[config.mk]
export PLATFORM = sky130hd
export DESIGN_NAME = bitcoin_tx_length_parser
export DESIGN_NICKNAME = d
export VERILOG_FILES = /design/src/hw/rtl/btxlp_pkg.sv /design/src/hw/rtl/btxlp_core.sv /design/src/hw/rtl/bitcoin_tx_length_parser.sv
export VERILOG_INCLUDE_DIRS = /design/src /design/src/hw/rtl
export SDC_FILE = /design/constraint.sdc
export NUM_CORES = 1
export LEC_CHECK = 0
export BUFFER_PORTS_ARGS = -buffer_cell sky130_fd_sc_hd__buf_2
export CAP_MARGIN = 30
export CORE_MARGIN = 1
export CORE_UTILIZATION = 45
export DETAILED_ROUTE_END_ITERATION = 16
export PLACE_DENSITY = 0.67
export SLEW_MARGIN = 5
export SYNTH_ARGS = -nofsm -noshare
export SYNTH_HDL_FRONTEND = slang
export SYNTH_HIERARCHICAL = 1
export SYNTH_SLANG_ARGS = --single-unit
export TNS_END_PERCENT = 5
[constraint.sdc]
create_clock -name clk -period 4.8 [get_ports clk]
set_input_delay 0.48 -clock clk [delete_from_list [all_inputs] [get_ports clk]]
set_output_delay 0.48 -clock clk [all_outputs]
set_load 0.05 [all_outputs]
[src/hw/rtl/bitcoin_tx_length_parser_macros.svh]
// assertion macros for the transaction length parser
`ifndef BITCOIN_TX_LENGTH_PARSER_MACROS_SVH
`define BITCOIN_TX_LENGTH_PARSER_MACROS_SVH

`ifndef SYNTHESIS
`define BTX_ASSERT(label, clk, rst_n, prop) \
	label: assert property (@(posedge clk) disable iff (!rst_n) (prop)) \
		else $error("assertion failed");
`define BTX_ASSERT_NEVER(label, clk, rst_n, prop) \
	label: assert property (@(posedge clk) disable iff (!rst_n) !(prop)) \
		else $error("forbidden condition seen");
`else
`define BTX_ASSERT(label, clk, rst_n, prop)
`define BTX_ASSERT_NEVER(label, clk, rst_n, prop)
`endif

`endif

[src/hw/rtl/btxlp_pkg.sv]
// types and constants shared by the transaction length parser
package btxlp_pkg;

	localparam int unsigned MAX_TX_BYTES_DEF = 65536;
	localparam int unsigned LEN_W = 17;
	localparam int unsigned IN_TDATA_W = 8;
	localparam int unsigned OUT_TDATA_W = 24;

	localparam logic [7:0] VARINT_PFX_2 = 8'hfd;
	localparam logic [7:0] VARINT_PFX_4 = 8'hfe;
	localparam logic [3:0] VARINT_LEN_2 = 4'd2;
	localparam logic [3:0] VARINT_LEN_4 = 4'd4;
	localparam logic [3:0] VARINT_LEN_8 = 4'd8;

	localparam logic [63:0] VERSION_BYTES  = 64'd4;
	localparam logic [63:0] IN_HEAD_BYTES  = 64'd36;
	localparam logic [63:0] IN_SEQ_BYTES   = 64'd4;
	localparam logic [63:0] OUT_AMT_BYTES  = 64'd8;
	localparam logic [63:0] LOCKTIME_BYTES = 64'd4;

	typedef enum logic [3:0] {
		PH_VERSION,
		PH_IN_COUNT,
		PH_IN_HEAD,
		PH_IN_SLEN,
		PH_IN_SCRIPT,
		PH_IN_SEQ,
		PH_OUT_COUNT,
		PH_OUT_AMT,
		PH_OUT_SLEN,
		PH_OUT_SCRIPT,
		PH_LOCKTIME,
		PH_DONE
	} phase_t;

	typedef struct packed {
		logic             tx_valid;
		logic [LEN_W-1:0] tx_length;
	} result_t;

endpackage

[src/hw/rtl/btxlp_core.sv]
// parse state and per-byte next-state logic
`include "bitcoin_tx_length_parser_macros.svh"

module btxlp_core #(
	parameter int unsigned MAX_TX_BYTES = btxlp_pkg::MAX_TX_BYTES_DEF
) (
	input  logic                clk,
	input  logic                arst_n,
	input  logic                step,
	input  logic [7:0]          data_byte,
	input  logic                last_byte,
	output btxlp_pkg::result_t  res
);
	import btxlp_pkg::*;

	localparam int unsigned BUF_W = $clog2(MAX_TX_BYTES + 1);
	localparam logic [BUF_W-1:0] BUF_MAX = BUF_W'(MAX_TX_BYTES);

	phase_t           phase_q, phase_n;
	logic [63:0]      fixed_q, fixed_n;
	logic [63:0]      vval_q, vval_n;
	logic [3:0]       vleft_q, vleft_n;
	logic [2:0]       vpos_q, vpos_n;
	logic [63:0]      items_q, items_n;
	logic [LEN_W-1:0] consumed_q, consumed_n;
	logic [BUF_W-1:0] buf_q, buf_n;
	logic             done_q, done_n;
	logic             ovf_q, ovf_n;

	logic        vfinish;
	logic [63:0] vres;
	logic [63:0] vacc;
	logic        do_ff;
	phase_t      ff_phase;

	assign vacc = vval_q | ({56'b0, data_byte} << {vpos_q, 3'b000});

	always_comb begin
		phase_n    = phase_q;
		fixed_n    = fixed_q;
		vval_n     = vval_q;
		vleft_n    = vleft_q;
		vpos_n     = vpos_q;
		items_n    = items_q;
		consumed_n = consumed_q;
		buf_n      = buf_q;
		done_n     = done_q;
		ovf_n      = ovf_q;
		vfinish    = 1'b0;
		vres       = '0;
		do_ff      = 1'b0;
		ff_phase   = phase_q;

		if (buf_q >= BUF_MAX) begin
			ovf_n = 1'b1;
		end else begin
			buf_n = buf_q + BUF_W'(1);
		end

		if (!ovf_n && !done_q) begin
			consumed_n = consumed_q + LEN_W'(1);
			case (phase_q)
				PH_IN_COUNT, PH_IN_SLEN, PH_OUT_COUNT, PH_OUT_SLEN: begin
					if (vleft_q == 4'd0) begin
						if (data_byte < VARINT_PFX_2) begin
							vfinish = 1'b1;
							vres    = {56'b0, data_byte};
						end else begin
							vleft_n = (data_byte == VARINT_PFX_2) ? VARINT_LEN_2 :
								(data_byte == VARINT_PFX_4) ? VARINT_LEN_4 : VARINT_LEN_8;
							vpos_n  = 3'd0;
							vval_n  = '0;
						end
					end else begin
						vval_n  = vacc;
						vpos_n  = vpos_q + 3'd1;
						vleft_n = vleft_q - 4'd1;
						if (vleft_q == 4'd1) begin
							vfinish = 1'b1;
							vres    = vacc;
						end
					end
					if (vfinish) begin
						case (phase_q)
							PH_IN_COUNT: begin
								items_n = vres;
								if (vres != '0) begin
									phase_n = PH_IN_HEAD;
									fixed_n = IN_HEAD_BYTES;
								end else begin
									phase_n = PH_OUT_COUNT;
									vval_n  = '0;
									vleft_n = '0;
									vpos_n  = '0;
								end
							end
							PH_IN_SLEN: begin
								phase_n = PH_IN_SCRIPT;
								fixed_n = vres;
								if (vres == '0) begin
									do_ff    = 1'b1;
									ff_phase = PH_IN_SCRIPT;
								end
							end
							PH_OUT_COUNT: begin
								items_n = vres;
								if (vres != '0) begin
									phase_n = PH_OUT_AMT;
									fixed_n = OUT_AMT_BYTES;
								end else begin
									phase_n = PH_LOCKTIME;
									fixed_n = LOCKTIME_BYTES;
								end
							end
							default: begin
								phase_n = PH_OUT_SCRIPT;
								fixed_n = vres;
								if (vres == '0) begin
									do_ff    = 1'b1;
									ff_phase = PH_OUT_SCRIPT;
								end
							end
						endcase
					end
				end
				PH_DONE: begin
				end
				default: begin
					fixed_n = (fixed_q != '0) ? fixed_q - 64'd1 : '0;
					do_ff   = (fixed_q[63:1] == '0);
				end
			endcase

			if (do_ff) begin
				case (ff_phase)
					PH_VERSION: begin
						phase_n = PH_IN_COUNT;
						vval_n  = '0;
						vleft_n = '0;
						vpos_n  = '0;
					end
					PH_IN_HEAD: begin
						phase_n = PH_IN_SLEN;
						vval_n  = '0;
						vleft_n = '0;
						vpos_n  = '0;
					end
					PH_IN_SCRIPT: begin
						phase_n = PH_IN_SEQ;
						fixed_n = IN_SEQ_BYTES;
					end
					PH_IN_SEQ: begin
						items_n = items_q - 64'd1;
						if (items_q != 64'd1) begin
							phase_n = PH_IN_HEAD;
							fixed_n = IN_HEAD_BYTES;
						end else begin
							phase_n = PH_OUT_COUNT;
							vval_n  = '0;
							vleft_n = '0;
							vpos_n  = '0;
						end
					end
					PH_OUT_AMT: begin
						phase_n = PH_OUT_SLEN;
						vval_n  = '0;
						vleft_n = '0;
						vpos_n  = '0;
					end
					PH_OUT_SCRIPT: begin
						items_n = items_q - 64'd1;
						if (items_q != 64'd1) begin
							phase_n = PH_OUT_AMT;
							fixed_n = OUT_AMT_BYTES;
						end else begin
							phase_n = PH_LOCKTIME;
							fixed_n = LOCKTIME_BYTES;
						end
					end
					PH_LOCKTIME: begin
						phase_n = PH_DONE;
						done_n  = 1'b1;
					end
					default: begin
						phase_n = PH_DONE;
					end
				endcase
			end
		end
	end

	always_comb begin
		res.tx_valid  = done_n && !ovf_n;
		res.tx_length = res.tx_valid ? consumed_n : '0;
	end

	always_ff @(posedge clk or negedge arst_n) begin
		if (!arst_n) begin
			phase_q    <= PH_VERSION;
			fixed_q    <= VERSION_BYTES;
			vval_q     <= '0;
			vleft_q    <= '0;
			vpos_q     <= '0;
			items_q    <= '0;
			consumed_q <= '0;
			buf_q      <= '0;
			done_q     <= 1'b0;
			ovf_q      <= 1'b0;
		end else if (step) begin
			if (last_byte) begin
				phase_q    <= PH_VERSION;
				fixed_q    <= VERSION_BYTES;
				vval_q     <= '0;
				vleft_q    <= '0;
				vpos_q     <= '0;
				items_q    <= '0;
				consumed_q <= '0;
				buf_q      <= '0;
				done_q     <= 1'b0;
				ovf_q      <= 1'b0;
			end else begin
				phase_q    <= phase_n;
				fixed_q    <= fixed_n;
				vval_q     <= vval_n;
				vleft_q    <= vleft_n;
				vpos_q     <= vpos_n;
				items_q    <= items_n;
				consumed_q <= consumed_n;
				buf_q      <= buf_n;
				done_q     <= done_n;
				ovf_q      <= ovf_n;
			end
		end
	end

	// fresh buffer starts from the version field
	`BTX_ASSERT(a_last_restarts, clk, arst_n, step && last_byte |=> phase_q == PH_VERSION && consumed_q == '0 && !done_q)
	`BTX_ASSERT(a_done_phase, clk, arst_n, done_q |-> phase_q == PH_DONE)
	`BTX_ASSERT(a_ovf_saturated, clk, arst_n, ovf_q |-> buf_q == BUF_MAX)

endmodule

[src/hw/rtl/bitcoin_tx_length_parser.sv]
// an accepted byte is registered in the input stage; the parse state takes it when
// that stage advances, and for the last byte of a buffer the result is registered to m_tdata in that step
// throughput: one byte per cycle, set by the parse step, unless a last byte waits for a stalled result
// a stalled result holds while further bytes of the next buffer keep flowing
// reset: arst_n clears the parse state to the version field, both stages empty
// top level of the legacy transaction length parser
`include "bitcoin_tx_length_parser_macros.svh"

module bitcoin_tx_length_parser #(
	parameter int unsigned MAX_TX_BYTES = btxlp_pkg::MAX_TX_BYTES_DEF
) (
	input  logic                                clk,
	input  logic                                arst_n,
	input  logic                                s_tvalid,
	output logic                                s_tready,
	input  logic [btxlp_pkg::IN_TDATA_W-1:0]    s_tdata,  // data_byte
	input  logic                                s_tlast,
	output logic                                m_tvalid,
	input  logic                                m_tready,
	output logic [btxlp_pkg::OUT_TDATA_W-1:0]   m_tdata   // tx_valid, tx_length, zero pad
);
	import btxlp_pkg::*;

	localparam int unsigned PAD_W = OUT_TDATA_W - LEN_W - 1;

	logic       valid_s1;
	logic [7:0] data_s1;
	logic       last_s1;
	logic       out_free;
	logic       advance;
	logic       out_valid_q;
	result_t    res_q;
	result_t    res_c;

	assign out_free = !out_valid_q || m_tready;
	assign advance  = valid_s1 && (!last_s1 || out_free);
	assign s_tready = !valid_s1 || advance;

	always_ff @(posedge clk or negedge arst_n) begin
		if (!arst_n) begin
			valid_s1 <= 1'b0;
		end else if (s_tready) begin
			valid_s1 <= s_tvalid;
		end
	end

	always_ff @(posedge clk) begin
		if (s_tvalid && s_tready) begin
			data_s1 <= s_tdata;
			last_s1 <= s_tlast;
		end
	end

	btxlp_core #(
		.MAX_TX_BYTES(MAX_TX_BYTES)
	) u_core (
		.clk       (clk),
		.arst_n    (arst_n),
		.step      (advance),
		.data_byte (data_s1),
		.last_byte (last_s1),
		.res       (res_c)
	);

	always_ff @(posedge clk or negedge arst_n) begin
		if (!arst_n) begin
			out_valid_q <= 1'b0;
		end else if (advance && last_s1) begin
			out_valid_q <= 1'b1;
		end else if (m_tready) begin
			out_valid_q <= 1'b0;
		end
	end

	always_ff @(posedge clk) begin
		if (advance && last_s1) begin
			res_q <= res_c;
		end
	end

	assign m_tvalid = out_valid_q;
	assign m_tdata  = {PAD_W'(0), res_q.tx_length, res_q.tx_valid};

	// a result only comes from the last byte of a buffer
	`BTX_ASSERT(a_out_from_last, clk, arst_n, $rose(out_valid_q) |-> $past(advance && last_s1))
	`BTX_ASSERT_NEVER(a_len_when_invalid, clk, arst_n, out_valid_q && !res_q.tx_valid && res_q.tx_length != '0)
	`BTX_ASSERT(a_s1_holds, clk, arst_n, valid_s1 && !advance |=> valid_s1 && $stable(data_s1) && $stable(last_s1))

endmodule

* Yosys cells after proc, flatten, opt, wreduce, memory -nomap -nowiden
Cells that the tools add are included.
Operators by class: $add $sub $neg 6, magnitude comparators 2, eq/ne operators 16, shift operators 1, muxes and demuxes 98, bitwise gates (word level) 1, reductions and logical operators 30
Operator list (count):
- 2-to-1 mux 64 bit | 28
- one-hot mux 64 bit (2 select lines) | 3
- one-hot mux 64 bit (3 select lines) | 1
- nonzero test 64 bit | 2
- subtractor 64 x 1 -> 64 bit (second input constant) | 2
- 2-to-1 mux 4 bit | 26
- 2-to-1 mux 17 bit | 4
- zero test 64 bit | 1
- inequality test 64 x 1 -> 1 bit (second input constant) | 1
- OR 64 bit | 1
- left shift 8 x 6 -> 64 bit | 1
- zero test 63 bit | 1
- 2-to-1 mux 3 bit | 12
- adder 17 x 1 -> 17 bit (second input constant) | 2
- one-hot mux 4 bit (6 select lines) | 1
- >= comparator 17 bit (second input constant) | 1
- 2-to-1 mux 1 bit | 17
- == test 4 x 3 -> 1 bit (second input constant) | 4
- == test 4 bit (second input constant) | 4
- == test 8 bit (second input constant) | 2
- one-hot mux 4 bit (2 select lines) | 2
- one-hot mux 4 bit (3 select lines) | 1
- == test 4 x 1 -> 1 bit (second input constant) | 2
- == test 4 x 2 -> 1 bit (second input constant) | 2
- 18 further kinds | 33
Storage, ports and cells: register bits after elaboration 268, input bits 13, output and inout bits 26, word-level logic and storage cells 170

* Longest topological paths before layout
word-level depth 18, gate-level depth with buffers 17, depth with buffers taken out 12

* Hierarchy
Netlist, hierarchy kept.
By module, submodules not included:
- btxlp_core | instances 1, cells each 2021, area each 16354.4 um^2, sequential area each 5982.0 um^2
- bitcoin_tx_length_parser | instances 1, cells each 44, area each 965.9 um^2, sequential area each 860.8 um^2

* Worst setup path before layout
No wires, ideal clock.
kind register to register, start reg u_core.items_q[31], end reg u_core.vval_q[24], library setup time 0.119 ns, arrival time 3.627 ns, required time 4.681 ns, path slack 1.054 ns, stages on the path, launching flop included 13, path buffers 3, clock period less this slack 3.746 ns, cell sequence dfrtp_1 buf_2 or4_4 or4_4 or4_4 or4_4 clkinv_1 o21ai_1 o31ai_4 o211a_1 buf_2 buf_4 nor2_1
Between the ends: cells in the longest elaborated chain, start to end 6
RTL lines:
- start, declared | RTL line btxlp_core.sv:24 | logic [63:0] items_q, items_n;
- start signal, assigned | RTL line btxlp_core.sv:227 | items_q <= items_n;
- inequality test 64 x 1 -> 1 bit | RTL line btxlp_core.sv:154 | if (items_q != 64'd1) begin
- 2-to-1 mux 64 bit | RTL line btxlp_core.sv:154
- one-hot mux 64 bit (2 select lines) | RTL line btxlp_core.sv:135 | case (ff_phase)
- 2-to-1 mux 64 bit | RTL line btxlp_core.sv:134 | if (do_ff) begin
- 2-to-1 mux 64 bit | RTL line btxlp_core.sv:60 | if (!ovf_n && !done_q) begin
- 2-to-1 mux 64 bit | RTL line btxlp_core.sv:210 | if (last_byte) begin
- end signal, assigned | RTL line btxlp_core.sv:224 | vval_q <= vval_n;
- end, declared | RTL line btxlp_core.sv:21 | logic [63:0] vval_q, vval_n;
No other way between the ends. The select of a mux whose other input is x is not followed. A chain may end at the register's enable or synchronous reset.

* Worst setup path after layout
start reg u_core.vpos_q[1], end reg u_core.items_q[47]
Between the ends: cells in the longest elaborated chain, start to end 18, elaborated cells between the ends (all ways) 28, classes of those cells eq/ne: 2; shift: 1; mux: 22; bitwise: 1; reduce/logical: 2
RTL lines:
- start, declared | RTL line btxlp_core.sv:23 | logic [2:0] vpos_q, vpos_n;
- start signal, assigned | RTL line btxlp_core.sv:226 | vpos_q <= vpos_n;
- left shift 8 x 6 -> 64 bit * | RTL line btxlp_core.sv:36 | assign vacc = vval_q | ({56'b0, data_byte} << {vpos_q, 3'b000});
- OR 64 bit * | RTL line btxlp_core.sv:36
- 2-to-1 mux 64 bit * | RTL line btxlp_core.sv:78 | if (vleft_q == 4'd1) begin
- 2-to-1 mux 64 bit * | RTL line btxlp_core.sv:64 | if (vleft_q == 4'd0) begin
- 2-to-1 mux 64 bit * | RTL line btxlp_core.sv:62 | case (phase_q)
- 2-to-1 mux 64 bit * | RTL line btxlp_core.sv:60
- zero test 64 bit | RTL line btxlp_core.sv:100, btxlp_core.sv:118
- 2-to-1 mux 4 bit, on equally long branches | RTL line btxlp_core.sv:118, btxlp_core.sv:100
- (+2 left out)
- 2-to-1 mux 4 bit | RTL line btxlp_core.sv:62
- 2-to-1 mux 4 bit | RTL line btxlp_core.sv:60
- == test 4 x 3 -> 1 bit or == test 4 bit (tied branches) | RTL line btxlp_core.sv:135
- OR reduction 2 bit (no line)
- 2-to-1 mux 64 bit
- 2-to-1 mux 64 bit * | RTL line btxlp_core.sv:134
- 2-to-1 mux 64 bit * | RTL line btxlp_core.sv:60
- 2-to-1 mux 64 bit * | RTL line btxlp_core.sv:210
Mark *: on every way between the ends. The rest lies on a longest branch, timed or not. The select of a mux whose other input is x is not followed.

==> reports/results.ini <==
[outcome]
status=finished clean

[worst_setup_path]
crit_fanout=33
critPathLaunchType=register
crit_required_ns=5.23
worstSetupPathType=register to register
crit_slowest_cell=a31oi_1
max_stage_delay_ns=0.82
path_cells=nor2b_1 -> buf_6 -> a31oi_1 -> nand4_1 -> nor3_1 -> a31oi_1 -> buf_4 -> o41ai_2 -> nand2_1 -> buf_4 -> nor3_4 -> buf_12 -> a211oi_1 -> o32ai_1
cp.arrival_ns=5.13
crit_path_end_kind=register
rrSetupSlack_ns=0.10

[logic_synthesis]
syn_inst=2065
syn-cell-area_um2=17300
yosys_warnings=6
async_reset_ff_share_pct=89.9
ys_seq_area_share_pct=39.5
avgSynthCellArea_um2=8.39
synth_edf_count=27
synth_ff_type=dfrtp_1
yosysUniqueCellTypes=88
ys_seq_elements=268

[placed_design]
dp_hpwl_mm=45.1
io_buffers=32
dp_cells=2558
pre_cts_slack_ns=0.153
dpl_cell_area_um2=18500
place_congestion=1.01

[clock_network]
clock_path_buffers=3
clkTransAtPathRegs_ns=0.06
clk_latency_ns=0.56
root_buffer=clkbuf_16
clock_sinks=268
post-cts-setup-buffers=0
tritoncts=done
cts_made_buffers=34
htreeDepth=2

[layout]
area_growth_syn_to_layout_pct=13.1
fin_area_um2=19600
nFillCells=3552
nets=2109
fin_cells=2620
drive_gt1_share_pct=12.0

[floorplan]
start_util_pct=45.9
die_x_um=198
top_level_ports=39
die-area_um2=39300
row_count=71
design.core.area_um2=37800
fp.dieH_um=198

[power]
ir_drop_v=0.000327
p_clk_share_pct=24.3
powerDensity_nw_per_um2=541
power.share.combinational_pct=48.5
intPower_w=0.00575
p_leak_nw=7.91
switching_power_w=0.00484
p_sw_share_pct=45.7
seqPwrFrac_pct=27.2

[sta]
min_period_over_period_pct=97.8
slew_headroom_pct=24.3
worst_pin_slew_ns=1.13
setup_viol=0
layout_setup_ws_ns=0.105
fmax_mhz=213
slew_viol_final=0
hold_slack_ns=0.100
rsz0062_at_grt=no
finClkSkew_ns=0.0316
finalCriticalPeriod_ns=4.70
hold_violations=0

[drt]
via_count=17765
drt_iter0_markers=1845
vias_per_cell=6.78
wl_per_cell_um=24.9
routed_wl_mm=65.2
drcViolationCount=0
ant_nets=0
firstDrtPassIters=6

[grt]
grt_usage_pct=33.3
antenna_found_initial=2
grt_pass1_wl_mm=99.4
gr-total-overflow=0
grt_pass1_vias=16663
grt_max_degree=122

[job]
cap_violations=0

[worst_hold_path]
hold_path.class=input pin to register

## final timing paths
| check | from | cells past startpoint | to |
|---|---|---|---|
| worst max-delay path | u_core/vpos_q[1]$_DFFE_PN0P_ | 14 | u_core/items_q[47]$_DFFE_PN0P_ |
| worst min-delay path | s_tdata[6] | 1 | data_s1[6]$_DFFE_PP_ |
| worst max register to register | u_core/vpos_q[1]$_DFFE_PN0P_ | 14 | u_core/items_q[47]$_DFFE_PN0P_ |
| worst min register to register | u_core/vval_q[17]$_DFFE_PN0P_ | 1 | u_core/vval_q[17]$_DFFE_PN0P_ |
| max in group asynchronous | arst_n | 3 | u_core/vpos_q[2]$_DFFE_PN0P_ |
| min in group asynchronous | arst_n | 2 | u_core/fixed_q[18]$_DFFE_PN0P_ |
## worst max-delay path: cells and delay by family (launching register included)
family                 cells  cell delay, ns
and+or+nand+nor            5            1.26
DFF                        1            0.58
AOI/OAI and AO/OA          5            1.78
buffers and inverters      4            0.92
## cells in the final DEF, fill, tap and decap left out, types with 34 or more instances in the layout
cell type	netlist	layout
inv_1	45	45
nand3_1	75	75
nand2_1	191	190
or3_1	45	45
buf_4	12	101
nor3_1	86	85
nor4_1	40	39
o21ai_0	153	153
o22ai_1	54	54
xnor2_1	34	34
nor2_1	192	191
o2bb2ai_1	53	53
a21oi_1	139	139
mux2i_1	34	34
a31oi_1	39	39
dfrtp_1	240	239
clkbuf_16	0	35
o31ai_1	45	44
## through the flow
stage	total power [W]	utilization (%)	TNS (ns)
after floorplan	0.00629	-	0
after global placement	0.00773	48.8	-0.956
after detailed placement	0.00784	48.9	0
final	0.0106	51.9	0
after CTS	0.0105	51.8	0
after global routing	0.0112	51.9	0
## timing repair
item,4_1_cts,5_1_grt
hold buffers,1,0
hold endpoints to repair,75,0
setup endpoints to repair,0,156
resized for setup,0,1
## final cells by class
cell class              count  area, um^2  share of cell area [%]
diodes                      2        5.00                  0.0256
clock inverters            11         125                   0.639
multi-input cells        1591        9690                    49.5
flip-flops and latches    268        6840                    34.9
inverters                  46         173                   0.882
repair buffers            145        1130                    5.78
clock buffers              46         977                    4.99
well taps                 511         639                    3.26
## flip-flops by register name, summed over array words and instances (netlist names)
name / count
u_core/vpos_q: 3
u_core/vval_q: 64
m_tdata: 18
u_core/items_q: 64
last_s1: 1
u_core/fixed_q: 64
u_core/buf_q: 17
u_core/phase_q: 4
valid_s1: 1
u_core/vleft_q: 4
data_s1: 8
u_core/consumed_q: 17
u_core/done_q: 1
m_tvalid: 1
u_core/ovf_q: 1
## power by group through the flow
| stage | combinational [W] | clock (W) | sequential, W |
|---|---|---|---|
| floorplan | 0.00350 | 0 | 0.00279 |
| global placement | 0.00484 | 0 | 0.00289 |
| detailed placement | 0.00494 | 0 | 0.00290 |
| CTS | 0.00497 | 0.00261 | 0.00287 |
| global route | 0.00553 | 0.00271 | 0.00292 |
| finish | 0.00514 | 0.00257 | 0.00288 |
## synth_stat cells (8+ instances only)
cell type    n  area [um^2]
o2bb2ai_1   53          464
or3_1       45          282
buf_1        8         30.0
o31ai_1     45          338
a211oi_1    10         75.1
xnor2_1     34          298
a31o_2       9         78.8
xor2_1      19          166
or4_1       22          165
a21oi_1    139          696
o21ai_0    153          766
o311ai_0     9         78.8
a32o_1      14          140
nor3b_1     12         90.1
a31oi_1     39          244
buf_2       23          115
o22ai_1     54          338
o211ai_1     8         60.1
nor4_1      40          250
nor2_1     192          721
nand4_1     14         87.6
or2_2       15         93.8
a22o_1      28          245
buf_4       12         90.1
mux2i_1     34          340
nor2b_1     18          113
nand2_1    191          717
nand3_1     75          375
o21a_1      19          143
and3_1      12         75.1
inv_1       45          169
o41ai_1      8         70.1
edfxtp_1    27          811
o32ai_1     21          184
ha_1        10          125
and2_1      11         68.8
nor3_1      86          430
o21ai_1     22          110
dfrtp_1    240         6010
clkbuf_1   119          447
## cell families (layout without fill, tap and decap cells)
kind of cell	count (synthesis)	count (layout)	synth area share, %
AO/OA/AOI/OAI	713	713	27.6
adder cells (fa/ha/maj)	10	10	0.722
buffers and inverters	211	248	5.13
multiplexers	40	40	2.35
flip-flops	268	268	39.5
other	1	8	0.0217
AND/OR/NAND/NOR	769	769	22.0
XOR/XNOR	53	53	2.68
## metal layers
metal	global-route usage, %	wire length [um]
met1	43.6	25600
met2	48.8	28100
met3	10.4	8050
met4	17.9	3400
met5	0.639	30
Note: power is estimated with default switching activity, not from simulation.
